$ cat config.mk
export PLATFORM = sky130hd
export DESIGN_NAME = i2c_register_access_master
export DESIGN_NICKNAME = d
export VERILOG_FILES = /design/src/rtl/i2cm_pkg.sv /design/src/rtl/i2cm_seq.sv /design/src/rtl/i2c_register_access_master.sv
export VERILOG_INCLUDE_DIRS = /design/src /design/src/rtl
export SDC_FILE = /design/constraint.sdc
export NUM_CORES = 1
export LEC_CHECK = 0
export BUFFER_PORTS_ARGS = -buffer_cell sky130_fd_sc_hd__buf_4
export CAP_MARGIN = 30
export CELL_PAD_IN_SITES_DETAIL_PLACEMENT = 2
export CELL_PAD_IN_SITES_GLOBAL_PLACEMENT = 2
export CORE_MARGIN = 2
export CORE_UTILIZATION = 38
export CTS_BUF_LIST = sky130_fd_sc_hd__clkbuf_4 sky130_fd_sc_hd__clkbuf_8 sky130_fd_sc_hd__clkbuf_16
export CTS_CLUSTER_DIAMETER = 120
export DETAILED_ROUTE_END_ITERATION = 16
export PLACE_DENSITY_LB_ADDON = 0.2
export SETUP_SLACK_MARGIN = 0.2
export SYNTH_ARGS = -nofsm -noshare
export SYNTH_HDL_FRONTEND = slang
export SYNTH_SLANG_ARGS = --single-unit
$ cat constraint.sdc
create_clock -name clock -period 9.53 [get_ports clock]
set_clock_uncertainty 0.2 [all_clocks]
set_input_delay 0.953 -clock clock [delete_from_list [all_inputs] [get_ports clock]]
set_output_delay 0.953 -clock clock [all_outputs]
set_load 0.01 [all_outputs]
$ cat src/rtl/assert_macros.svh
// Assertion macros for the RTL file that carries checks.
`ifndef ASSERT_MACROS_SVH
`define ASSERT_MACROS_SVH

// Concurrent check on the rising clock edge, masked while reset is high.
`define ASSERT_CLK(label, clk, rst, prop) \
   label: assert property (@(posedge clk) disable iff (rst) (prop)) \
      else $error("assertion failed: label");

// Same check written as an implication from a trigger to an outcome.
`define ASSERT_IMPLY(label, clk, rst, trig, outc) \
   label: assert property (@(posedge clk) disable iff (rst) (trig) |-> (outc)) \
      else $error("assertion failed: label");

`endif

$ cat src/rtl/i2cm_pkg.sv
// Shared types and constants of the I2C register access master.
`timescale 1ns / 1ps

package i2cm_pkg;

   // Width of the bus phase tick counter.
   localparam int DIVIDER_WIDTH = 16;

   // Widths of the fields and registers.
   localparam int ADDR_WIDTH   = 7;
   localparam int HALF_WIDTH   = 16;
   localparam int BYTE_WIDTH   = 8;
   localparam int PHASE_WIDTH  = 5;
   localparam int STAGE_WIDTH  = 2;
   localparam int COUNT_WIDTH  = 4;

   // Register indexes of the configuration port.
   localparam int CSR_INDEX_WIDTH = 1;
   localparam logic [CSR_INDEX_WIDTH-1:0] CSR_DEVICE_ADDRESS     = 1'd0;
   localparam logic [CSR_INDEX_WIDTH-1:0] CSR_HALF_PERIOD_CYCLES = 1'd1;

   // Reset values of the configuration registers.
   localparam logic [ADDR_WIDTH-1:0] DEVICE_ADDRESS_RESET = 7'd104;
   localparam logic [HALF_WIDTH-1:0] HALF_PERIOD_RESET    = 16'd100;

   // Bus sequencer phases.
   localparam logic [PHASE_WIDTH-1:0] PH_IDLE      = 5'd0;
   localparam logic [PHASE_WIDTH-1:0] PH_START     = 5'd1;
   localparam logic [PHASE_WIDTH-1:0] PH_BIT_LOW   = 5'd2;
   localparam logic [PHASE_WIDTH-1:0] PH_BIT_HIGH  = 5'd3;
   localparam logic [PHASE_WIDTH-1:0] PH_ACK_LOW   = 5'd4;
   localparam logic [PHASE_WIDTH-1:0] PH_ACK_HIGH  = 5'd5;
   localparam logic [PHASE_WIDTH-1:0] PH_RD_LOW    = 5'd6;
   localparam logic [PHASE_WIDTH-1:0] PH_RD_HIGH   = 5'd7;
   localparam logic [PHASE_WIDTH-1:0] PH_NACK_LOW  = 5'd8;
   localparam logic [PHASE_WIDTH-1:0] PH_NACK_HIGH = 5'd9;
   localparam logic [PHASE_WIDTH-1:0] PH_STOP_LOW  = 5'd10;
   localparam logic [PHASE_WIDTH-1:0] PH_STOP_HIGH = 5'd11;
   localparam logic [PHASE_WIDTH-1:0] PH_RS_LOW    = 5'd12;
   localparam logic [PHASE_WIDTH-1:0] PH_RS_HIGH   = 5'd13;

   // Which byte is on the bus.
   localparam logic [STAGE_WIDTH-1:0] STAGE_ADDR_W = 2'd0;
   localparam logic [STAGE_WIDTH-1:0] STAGE_INDEX  = 2'd1;
   localparam logic [STAGE_WIDTH-1:0] STAGE_DATA   = 2'd2;
   localparam logic [STAGE_WIDTH-1:0] STAGE_ADDR_R = 2'd3;

   // Number of bits in one bus byte.
   localparam logic [COUNT_WIDTH-1:0] BITS_PER_BYTE = 4'd8;

   // Padded widths of the stream payloads.
   localparam int REQ_DATA_WIDTH = 24;
   localparam int RSP_DATA_WIDTH = 16;

   // One request beat as the sequencer sees it.
   typedef struct packed {
      logic                  go;
      logic                  func;
      logic [BYTE_WIDTH-1:0] reg_index;
      logic [BYTE_WIDTH-1:0] write_data;
      logic                  sda_sample;
   } request_type;

   // One result beat.
   typedef struct packed {
      logic                  scl_level;
      logic                  sda_level;
      logic                  busy_res;
      logic                  done_res;
      logic [BYTE_WIDTH-1:0] read_data;
   } result_type;

endpackage

$ cat src/rtl/i2cm_seq.sv
// Bus sequencer of the I2C register access master: state and one-tick update.
`timescale 1ns / 1ps

module i2cm_seq
   import i2cm_pkg::*;
(
   input  logic                  clock,
   input  logic                  reset,
   input  logic                  step,
   input  request_type           req,
   input  logic [ADDR_WIDTH-1:0] device_address,
   input  logic [HALF_WIDTH-1:0] half_period_cycles,
   output result_type            res_in
);

   localparam int LEN_WIDTH = ((DIVIDER_WIDTH + 1) > (HALF_WIDTH + 1)) ?
                              (DIVIDER_WIDTH + 1) : (HALF_WIDTH + 1);
   localparam logic [LEN_WIDTH-1:0] LEN_CAP = LEN_WIDTH'(1) << DIVIDER_WIDTH;

   logic [PHASE_WIDTH-1:0]   phase_ff, phase_in;
   logic [COUNT_WIDTH-1:0]   bit_count_ff, bit_count_in;
   logic [BYTE_WIDTH-1:0]    shift_byte_ff, shift_byte_in;
   logic [DIVIDER_WIDTH-1:0] tick_count_ff, tick_count_in;
   logic [BYTE_WIDTH-1:0]    captured_ff, captured_in;
   logic                     op_latch_ff, op_latch_in;
   logic [BYTE_WIDTH-1:0]    index_latch_ff, index_latch_in;
   logic [BYTE_WIDTH-1:0]    data_latch_ff, data_latch_in;
   logic                     scl_ff, scl_in;
   logic                     sda_ff, sda_in;
   logic [STAGE_WIDTH-1:0]   stage_ff, stage_in;

   logic [LEN_WIDTH-1:0]     half_ext;
   logic [LEN_WIDTH-1:0]     phase_len;
   logic [LEN_WIDTH-1:0]     tick_next;
   logic                     expired;
   logic [COUNT_WIDTH-1:0]   count_inc;
   logic [BYTE_WIDTH-1:0]    shift_left;
   logic [BYTE_WIDTH-1:0]    shift_read;

   // Phase length: zero acts as one, long values clamp to the divider range.
   always_comb begin
      half_ext = LEN_WIDTH'(half_period_cycles);
      if (half_ext == '0) begin
         phase_len = LEN_WIDTH'(1);
      end else if (half_ext > LEN_CAP) begin
         phase_len = LEN_CAP;
      end else begin
         phase_len = half_ext;
      end
      tick_next = LEN_WIDTH'(tick_count_ff) + LEN_WIDTH'(1);
      expired   = (tick_next >= phase_len);
   end

   assign count_inc  = bit_count_ff + COUNT_WIDTH'(1);
   assign shift_left = {shift_byte_ff[BYTE_WIDTH-2:0], 1'b0};
   assign shift_read = {shift_byte_ff[BYTE_WIDTH-2:0], req.sda_sample};

   // Next state for one tick.
   always_comb begin
      phase_in       = phase_ff;
      bit_count_in   = bit_count_ff;
      shift_byte_in  = shift_byte_ff;
      tick_count_in  = tick_count_ff;
      captured_in    = captured_ff;
      op_latch_in    = op_latch_ff;
      index_latch_in = index_latch_ff;
      data_latch_in  = data_latch_ff;
      scl_in         = scl_ff;
      sda_in         = sda_ff;
      stage_in       = stage_ff;
      res_in.done_res = 1'b0;

      if (phase_ff == PH_IDLE) begin
         if (req.go) begin
            op_latch_in    = req.func;
            index_latch_in = req.reg_index;
            data_latch_in  = req.write_data;
            stage_in       = STAGE_ADDR_W;
            shift_byte_in  = {device_address, 1'b0};
            bit_count_in   = '0;
            phase_in       = PH_START;
            scl_in         = 1'b1;
            sda_in         = 1'b0;
            tick_count_in  = '0;
         end
      end else if (!expired) begin
         tick_count_in = tick_next[DIVIDER_WIDTH-1:0];
      end else begin
         // Every phase change restarts the tick counter.
         tick_count_in = '0;
         unique case (phase_ff)
            PH_START: begin
               bit_count_in = '0;
               phase_in     = PH_BIT_LOW;
               scl_in       = 1'b0;
               sda_in       = shift_byte_ff[BYTE_WIDTH-1];
            end
            PH_BIT_LOW: begin
               phase_in = PH_BIT_HIGH;
               scl_in   = 1'b1;
            end
            PH_BIT_HIGH: begin
               bit_count_in  = count_inc;
               shift_byte_in = shift_left;
               scl_in        = 1'b0;
               if (count_inc >= BITS_PER_BYTE) begin
                  phase_in = PH_ACK_LOW;
                  sda_in   = 1'b1;
               end else begin
                  phase_in = PH_BIT_LOW;
                  sda_in   = shift_left[BYTE_WIDTH-1];
               end
            end
            PH_ACK_LOW: begin
               phase_in = PH_ACK_HIGH;
               scl_in   = 1'b1;
               sda_in   = 1'b1;
            end
            PH_ACK_HIGH: begin
               // Hold SCL high until the slave pulls SDA low.
               if (req.sda_sample) begin
                  tick_count_in = tick_count_ff;
               end else begin
                  scl_in = 1'b0;
                  case (stage_ff)
                     STAGE_ADDR_W: begin
                        shift_byte_in = index_latch_ff;
                        stage_in      = STAGE_INDEX;
                        bit_count_in  = '0;
                        phase_in      = PH_BIT_LOW;
                        sda_in        = index_latch_ff[BYTE_WIDTH-1];
                     end
                     STAGE_INDEX: begin
                        if (op_latch_ff) begin
                           phase_in = PH_RS_LOW;
                           sda_in   = 1'b1;
                        end else begin
                           shift_byte_in = data_latch_ff;
                           stage_in      = STAGE_DATA;
                           bit_count_in  = '0;
                           phase_in      = PH_BIT_LOW;
                           sda_in        = data_latch_ff[BYTE_WIDTH-1];
                        end
                     end
                     STAGE_DATA: begin
                        phase_in = PH_STOP_LOW;
                        sda_in   = 1'b0;
                     end
                     default: begin
                        shift_byte_in = '0;
                        bit_count_in  = '0;
                        phase_in      = PH_RD_LOW;
                        sda_in        = 1'b1;
                     end
                  endcase
               end
            end
            PH_RS_LOW: begin
               phase_in = PH_RS_HIGH;
               scl_in   = 1'b1;
               sda_in   = 1'b1;
            end
            PH_RS_HIGH: begin
               stage_in      = STAGE_ADDR_R;
               shift_byte_in = {device_address, 1'b1};
               bit_count_in  = '0;
               phase_in      = PH_START;
               scl_in        = 1'b1;
               sda_in        = 1'b0;
            end
            PH_RD_LOW: begin
               phase_in = PH_RD_HIGH;
               scl_in   = 1'b1;
               sda_in   = 1'b1;
            end
            PH_RD_HIGH: begin
               // Sample the data bit on the last tick of the high half.
               shift_byte_in = shift_read;
               bit_count_in  = count_inc;
               scl_in        = 1'b0;
               sda_in        = 1'b1;
               if (count_inc >= BITS_PER_BYTE) begin
                  captured_in = shift_read;
                  phase_in    = PH_NACK_LOW;
               end else begin
                  phase_in = PH_RD_LOW;
               end
            end
            PH_NACK_LOW: begin
               phase_in = PH_NACK_HIGH;
               scl_in   = 1'b1;
               sda_in   = 1'b1;
            end
            PH_NACK_HIGH: begin
               phase_in = PH_STOP_LOW;
               scl_in   = 1'b0;
               sda_in   = 1'b0;
            end
            PH_STOP_LOW: begin
               phase_in = PH_STOP_HIGH;
               scl_in   = 1'b1;
               sda_in   = 1'b0;
            end
            PH_STOP_HIGH: begin
               phase_in        = PH_IDLE;
               scl_in          = 1'b1;
               sda_in          = 1'b1;
               res_in.done_res = 1'b1;
            end
            default: begin
               phase_in = PH_IDLE;
               scl_in   = 1'b1;
               sda_in   = 1'b1;
            end
         endcase
      end

      res_in.scl_level = scl_in;
      res_in.sda_level = sda_in;
      res_in.busy_res  = (phase_in != PH_IDLE);
      res_in.read_data = captured_in;
   end

   // Control state is reset; latches and shifter follow the same reset values.
   always_ff @(posedge clock) begin
      if (reset) begin
         phase_ff       <= PH_IDLE;
         bit_count_ff   <= '0;
         shift_byte_ff  <= '0;
         tick_count_ff  <= '0;
         captured_ff    <= '0;
         op_latch_ff    <= 1'b0;
         index_latch_ff <= '0;
         data_latch_ff  <= '0;
         scl_ff         <= 1'b1;
         sda_ff         <= 1'b1;
         stage_ff       <= STAGE_ADDR_W;
      end else if (step) begin
         phase_ff       <= phase_in;
         bit_count_ff   <= bit_count_in;
         shift_byte_ff  <= shift_byte_in;
         tick_count_ff  <= tick_count_in;
         captured_ff    <= captured_in;
         op_latch_ff    <= op_latch_in;
         index_latch_ff <= index_latch_in;
         data_latch_ff  <= data_latch_in;
         scl_ff         <= scl_in;
         sda_ff         <= sda_in;
         stage_ff       <= stage_in;
      end
   end

endmodule

$ cat src/rtl/i2c_register_access_master.sv
// Top level of the I2C register access master: stream ports, registers, result stage.
//
//  channel  dir  handshake             payload
//  req_     in   req_tvalid/tready     one clock tick of requests and SDA sample
//  rsp_     out  rsp_tvalid/tready     bus drive levels, status and read byte
//  csr_     in   csr_wen (no wait)     device_address, half_period_cycles
//
// On each request beat the sequencer state updates in the cycle of the beat and
// the result is held in a single output register.
// One beat per cycle is sustained while rsp_tready is high; a stalled result
// stops new request beats until it is taken.
// Reset is synchronous and returns the bus to released with no result pending.
`timescale 1ns / 1ps
`include "assert_macros.svh"

module i2c_register_access_master
   import i2cm_pkg::*;
(
   input  logic                       clock,
   input  logic                       reset,
   // go, reg_index[7:0], write_data[7:0], sda_sample, zero padding
   input  logic [REQ_DATA_WIDTH-1:0]  req_tdata,
   // func
   input  logic                       req_tuser,
   input  logic                       req_tvalid,
   output logic                       req_tready,
   // scl_level, sda_level, busy_res, done_res, read_data[7:0], zero padding
   output logic [RSP_DATA_WIDTH-1:0]  rsp_tdata,
   output logic                       rsp_tvalid,
   input  logic                       rsp_tready,
   input  logic                       csr_wen,
   input  logic [CSR_INDEX_WIDTH-1:0] csr_index,
   input  logic [HALF_WIDTH-1:0]      csr_wdata
);

   logic [ADDR_WIDTH-1:0] dev_addr_ff;
   logic [HALF_WIDTH-1:0] half_ff;
   logic                  rsp_valid_ff, rsp_valid_in;
   result_type            rsp_ff;
   result_type            res_in;
   request_type           req;
   logic                  req_beat;

   // Configuration registers.
   always_ff @(posedge clock) begin
      if (reset) begin
         dev_addr_ff <= DEVICE_ADDRESS_RESET;
         half_ff     <= HALF_PERIOD_RESET;
      end else if (csr_wen) begin
         unique case (csr_index)
            CSR_DEVICE_ADDRESS:     dev_addr_ff <= csr_wdata[ADDR_WIDTH-1:0];
            CSR_HALF_PERIOD_CYCLES: half_ff     <= csr_wdata;
            default:                ;
         endcase
      end
   end

   // Unpack the request beat.
   assign req.go         = req_tdata[0];
   assign req.func       = req_tuser;
   assign req.reg_index  = req_tdata[8:1];
   assign req.write_data = req_tdata[16:9];
   assign req.sda_sample = req_tdata[17];

   assign req_tready = !rsp_valid_ff || rsp_tready;
   assign req_beat   = req_tvalid && req_tready;

   i2cm_seq u_seq (
      .clock              (clock),
      .reset              (reset),
      .step               (req_beat),
      .req                (req),
      .device_address     (dev_addr_ff),
      .half_period_cycles (half_ff),
      .res_in             (res_in)
   );

   // Output register: loaded on each request beat, emptied when taken.
   always_comb begin
      rsp_valid_in = rsp_valid_ff;
      if (req_beat) begin
         rsp_valid_in = 1'b1;
      end else if (rsp_tready) begin
         rsp_valid_in = 1'b0;
      end
   end

   always_ff @(posedge clock) begin
      if (reset) begin
         rsp_valid_ff <= 1'b0;
      end else begin
         rsp_valid_ff <= rsp_valid_in;
      end
   end

   always_ff @(posedge clock) begin
      if (req_beat) begin
         rsp_ff <= res_in;
      end
   end

   assign rsp_tvalid = rsp_valid_ff;
   assign rsp_tdata  = {{(RSP_DATA_WIDTH - 12){1'b0}}, rsp_ff.read_data,
                        rsp_ff.done_res, rsp_ff.busy_res,
                        rsp_ff.sda_level, rsp_ff.scl_level};

   // A request beat always leaves a result waiting in the next cycle.
   `ASSERT_IMPLY(a_beat_gives_result, clock, reset, req_beat, ##1 rsp_tvalid)
   // An idle bus is released on both lines.
   `ASSERT_IMPLY(a_idle_released, clock, reset, rsp_tvalid && !rsp_tdata[2],
                 rsp_tdata[0] && rsp_tdata[1])
   // The finishing tick reports the bus as no longer busy.
   `ASSERT_IMPLY(a_done_not_busy, clock, reset, rsp_tvalid && rsp_tdata[3],
                 !rsp_tdata[2])

endmodule
Yosys cells after proc, flatten, opt, wreduce, memory -nomap -nowiden
Index checks and enable logic that the tools add are counted.
{"block": "totals", "out_inout_bits": 18, "memories": 0, "input_bits": 47, "mem_bits_rw": 0, "romBits": 0, "regBits": 98, "elab_cells": 128, "latchBits": 0}
{"block": "classes", "add_sub_neg": 2, "mux": 57, "n_eq_ne": 21, "mul": 0, "n_reduce_logical": 24, "bitwise_logic": 2, "div": 0, "shift": 0, "magnitude_cmp": 3}
{"op": "2-to-1 mux 16 bit", "n": 5}
{"op": "2-to-1 mux 8 bit", "n": 9}
{"op": "case mux 5 bit (12 select lines)", "n": 1}
{"op": "2-to-1 mux 17 bit", "n": 2}
{"op": "case mux 8 bit (4 select lines)", "n": 1}
{"op": "== test 5 x 4 -> 1 bit, second input constant", "n": 6}
{"op": "2-to-1 mux 4 bit", "n": 7}
{"op": "case mux 8 bit (3 select lines)", "n": 1}
{"op": "AND reduction 7 bit", "n": 3}
{"op": "== test 5 x 3 -> 1 bit, second input constant", "n": 4}
{"op": "2-to-1 mux 5 bit", "n": 4}
{"op": "adder 16 x 1 -> 17 bit, second input constant", "n": 1}
{"op": "greater-or-equal comparator 17 bit", "n": 1}
{"op": "> comparator 16 x 17 -> 1 bit, second input constant", "n": 1}
{"op": "logical NOT 16 bit", "n": 1}
{"op": "case mux 5 bit (3 select lines)", "n": 1}
{"op": "2-to-1 mux 1 bit", "n": 13}
{"op": "case mux 4 bit (3 select lines)", "n": 1}
{"op": "== test 5 x 2 -> 1 bit, second input constant", "n": 2}
{"op": "2-to-1 mux 2 bit", "n": 5}
{"op": "nonzero test 5 bit", "n": 2}
{"op": "inequality test 4 bit, second input constant", "n": 2}
{"op": "case mux 2 bit (2 select lines)", "n": 2}
{"op": "case mux 4 bit (2 select lines)", "n": 1}
{"op": "other kinds (26)", "n": 33}

Longest topological paths before layout
{"block": "depth", "depth_word": 7, "depth_mapped": 17, "ltp_nobuf": 15}

Hierarchy
Synthesis repeated with hierarchy kept, for this count alone.
{"block": "unflattened", "hier_cells": 658, "hier_area_um2": 5848.1}
{"mod": "i2cm_seq", "n_inst": 1, "seq_area_each_um2": 1241.2, "area_each_um2": 4375.4, "cells_each": 536}
{"mod": "i2c_register_access_master", "n_inst": 1, "seq_area_each_um2": 840.8, "area_each_um2": 1472.7, "cells_each": 122}

Least setup slack after synthesis
Ideal clock, no wire load.
{"block": "synth_timing", "path_kind": "register to register", "start": "reg u_seq.tick_count_ff[2]", "end": "reg u_seq.scl_ff", "setup_time_ns": 0.145, "period_less_slack_ns": 3.725, "n_path_buf": 1, "stages_incl_launch_ff": 15, "t_arrival_ns": 3.380, "required_time_ns": 9.185, "setup_slack_ns": 5.805, "cell_sequence": "dfxtp_1 nand3_1 or3_1 clkbuf_1 nor2_2 nand3_1 xnor2_1 ha_1 nand4_1 nor4_1 nor3_1 and4_4 or3_1 o21ai_1 o2111ai_1"}
{"block": "synth_via", "elab_chain_len": 4}
{"element": "start: declaration", "line": "i2cm_seq.sv:23", "rtl": "logic [DIVIDER_WIDTH-1:0] tick_count_ff, tick_count_in;"}
{"element": "start signal: assignment", "line": "i2cm_seq.sv:242", "rtl": "tick_count_ff <= tick_count_in;"}
{"element": "adder 16 x 1 -> 17 bit", "line": "i2cm_seq.sv:50", "rtl": "tick_next = LEN_WIDTH'(tick_count_ff) + LEN_WIDTH'(1);"}
{"element": "greater-or-equal comparator 17 bit", "line": "i2cm_seq.sv:51", "rtl": "expired = (tick_next >= phase_len);"}
{"element": "2-to-1 mux 1 bit", "line": "i2cm_seq.sv:86", "rtl": "end else if (!expired) begin"}
{"element": "2-to-1 mux 1 bit", "line": "i2cm_seq.sv:73", "rtl": "if (phase_ff == PH_IDLE) begin"}
{"element": "end signal: assignment", "line": "i2cm_seq.sv:247", "rtl": "scl_ff <= scl_in;"}
{"element": "end: declaration", "line": "i2cm_seq.sv:28", "rtl": "logic scl_ff, scl_in;"}
Every way passes these cells.
A chain may end at the register's enable or synchronous reset.

Worst setup path after layout
{"block": "layout_timing", "start": "reg u_seq.tick_count_ff[0]", "end": "reg u_seq.shift_byte_ff[2]"}
{"block": "layout_via", "elab_chain_len": 4}
{"element": "adder 16 x 1 -> 17 bit", "line": "i2cm_seq.sv:50"}
{"element": "greater-or-equal comparator 17 bit", "line": "i2cm_seq.sv:51"}
{"element": "nonzero test 2 bit (no source line)"}
{"element": "AND reduction 7 bit (no source line)"}
{"element": "end signal: assignment", "line": "i2cm_seq.sv:241", "rtl": "shift_byte_ff <= shift_byte_in;"}
{"element": "end: declaration", "line": "i2cm_seq.sv:22", "rtl": "logic [BYTE_WIDTH-1:0] shift_byte_ff, shift_byte_in;"}
Every way passes these cells.

==> flow_summary.toml <==
[floorplan]
dieArea_sq_um = 14830
placementRows = 43
coreArea_sq_um = 13720
die_w_um = 121.8
die_y_um = 121.8
io_pins = 65
start_util = 0.3841

[place]
dp.cells = 824
numPortBuffers = 54
hpwlAfterDp_um = 12140
gp_congestion = 0.8186

[synthesis]
syn-cell-area_sq_um = 5270
seq_area_frac_synth = 0.3951
synth.cells.most_frequent = "nand2_1, dfxtp_1, a21oi_1, nor2_1, inv_1"
synth_cell_types = 74
postSynth.asyncResetShare = 0
yosysMostFrequentCell = "nand2_1"
synth_top_area_frac = 0.3267
synth_edf_count = 12
synthFlopType = "dfxtp_1"
synth_area_leaders = "dfxtp_1, nand2_1, edfxtp_1"
synth_warnings = 0
ys_ff_latch = 98
synth_top_cell_by_area = "dfxtp_1"
syn_area_per_cell_sq_um = 8.446
netlist_instances = 624

[cells_and_area]
fin_nets = 720
final_cells = 840
drive_gt1_frac = 0.1652
num_antenna_cells = 0
area.growth.synth_to_final_pct = 14.32
seq_area_sq_um = 2082
nFillCells = 1535
multi_input_area_sq_um = 2910

[clock_tree]
holdBufCountCts = 0
cts_tree = "done"
root_buffer = "clkbuf_16"
worstSkewPairLatency_ns = 0.37
cts_sinks = 98
cts_buffers = 9
cts_setup_buffers = 0
max-clock-path-buffers = 2
cts_resized = 0
path_clk_slew_ns = 0.08
h-tree-depth = 3

[critical_path]
cp.arrival_ns = 5.23
crit_type = "reg2reg"
path_max_fanout = 17
worstSetupStartpointType = "flop"
crit_path_end_kind = "flop"
rrSetupSlack_ns = 4.39
critical_path_required_ns = 9.61

[sta]
max_slew_margin = 0.4488
fmax_ghz = 0.1944
period_share = 0.5398
period_minus_slack_ns = 5.144
tightest_slew_ns = 0.8268
slew_violations = 0
finalSetupViolCount = 0
rsz0062_at_grt = "false"
finalSetupTns_ns = 0
hold_viol_final = 0

[grt]
overflow = 0
track_usage = 0.2307
grt_pass1_vias = 4928
grt_max_degree = 70
antenna_found_initial = 0
grt_pass1_wl_um = 26340

[drt]
num_vias = 4761
drtIter0Drc = 247
avgRoutedWirePerCell_um = 19.96
route.detailed.drc = 0
routed_wl_um = 16770
drtPass1Iterations = 5
viasPerCell = 5.668
drt.antenna.violating_nets = 0

[power_and_ir_drop]
vdd_drop_max_mv = 0.09222
p_per_area_nw_per_um2 = 152.2
p_leak_nw = 2.409

[flow_run]
maxCapViolations = 0

[outcome]
outcome = "complete, no violations"

[worst_hold_path]
hold_path.class = "reg2reg"
-- power by group --
| part | leakage [nW] | switching, mW | internal [mW] |
|---|---|---|---|
| combinational | 1.46 | 0.0646 | 0.0417 |
| sequential | 0.815 | 0.0133 | 0.433 |
| clock | 0.138 | 0.182 | 0.182 |
-- final cells by class --
class | count | area share
clock buffer | 9 | 0.03738
multi-input combinational | 464 | 0.4831
clock inverter | 7 | 0.009969
sequential | 98 | 0.3456
timing repair buffer | 56 | 0.07040
tap | 180 | 0.03738
inverter | 26 | 0.01620
-- layout by cell type, fill, tap and decap left out, types with 3 or more instances in the layout --
master / instances
mux2i_1: 12
a21oi_1: 46
xor2_1: 5
or3_1: 4
nor4_1: 6
buf_4: 55
or2_2: 3
nor3b_1: 3
xnor2_1: 10
a211oi_1: 3
nor2_1: 46
inv_1: 25
ha_1: 18
a222oi_1: 6
and3_1: 5
nor3_1: 18
a32o_1: 6
a211o_1: 5
dfxtp_1: 86
mux2_2: 16
a211oi_2: 8
a22o_1: 3
o21bai_1: 3
nand2_1: 116
nand3_1: 16
o211ai_1: 5
nand2b_1: 9
nor2_2: 4
nor2b_1: 4
o21ai_0: 20
clkbuf_16: 9
edfxtp_1: 12
conb_1: 4
o21a_1: 3
nand4_1: 12
-- metrics by stage --
step	cell area (sq um)	utilization	power [mW]	worst slack [ns]	hold WS (ns)
3_3_place_gp	5728	0.4175	0.5542	4.825	0.2415
2_1_floorplan	5281	-	0.5185	5.805	0.2329
6_report	6025	0.4391	0.9168	4.386	0.2579
3_5_place_dp	5739	0.4183	0.5611	4.524	0.2524
5_1_grt	6025	0.4391	0.9570	4.041	0.2728
4_1_cts	6025	0.4391	0.9274	4.419	0.2636
-- routing by layer --
metal,vias to the layer above,wire (um),track usage
met5,-,0,0
met1,2360,7226,0.2783
met4,0,319,0.08261
met2,84,8781,0.4197
li1,2298,-,-
met3,19,438,0.02809
-- final timing paths --
kind | startpoint | to | cells after the start
worst max-delay path | u_seq.tick_count_ff[0]$_SDFFE_PP0P_ | u_seq.shift_byte_ff[2]$_SDFFE_PP0P_ | 15
worst min-delay path | u_seq.index_latch_ff[0]$_SDFFE_PP0P_ | u_seq.index_latch_ff[0]$_SDFFE_PP0P_ | 2
worst max register to register | u_seq.tick_count_ff[0]$_SDFFE_PP0P_ | u_seq.shift_byte_ff[2]$_SDFFE_PP0P_ | 15
worst min register to register | u_seq.index_latch_ff[0]$_SDFFE_PP0P_ | u_seq.index_latch_ff[0]$_SDFFE_PP0P_ | 2
-- worst max-delay path, cell delays in order, from the launching register on --
cell and delay (ns):
dfxtp_1 0.41, ha_1 0.27, nand3_1 0.34, nor2_1 0.30, nand3_1 0.22, nor2_1 0.24
nand3_1 0.12, xnor2_1 0.18, ha_1 0.32, nand4_1 0.20, nor4_1 0.62, nor4_1 0.14
o221ai_2 0.30, and4b_1 0.82, nor2_1 0.13, a211oi_2 0.23
-- state kept, by name, summed over array words and instances, names as in the netlist --
register and count:
dev_addr_ff 7, half_ff 16, rsp_tdata 12, rsp_tvalid 1, u_seq.bit_count_ff 4, u_seq.captured_ff 8
u_seq.data_latch_ff 8, u_seq.index_latch_ff 8, u_seq.op_latch_ff 1, u_seq.phase_ff 5, u_seq.scl_ff 1, u_seq.sda_ff 1
u_seq.shift_byte_ff 8, u_seq.stage_ff 2, u_seq.tick_count_ff 16
-- cell families (layout without fill, tap and decap cells) --
group / Yosys count / after routing / synth area share
AO/OA/AOI/OAI: 138 / 138 / 0.1888
XOR/XNOR: 15 / 15 / 0.02493
adder cells (fa/ha/maj): 19 / 19 / 0.04464
buffers and inverters: 65 / 98 / 0.05484
flip-flops: 98 / 98 / 0.3951
multiplexers: 28 / 28 / 0.05698
other: 1 / 4 / 0.0007116
AND/OR/NAND/NOR: 260 / 260 / 0.2341
Power figures use the tool's default switching activity.
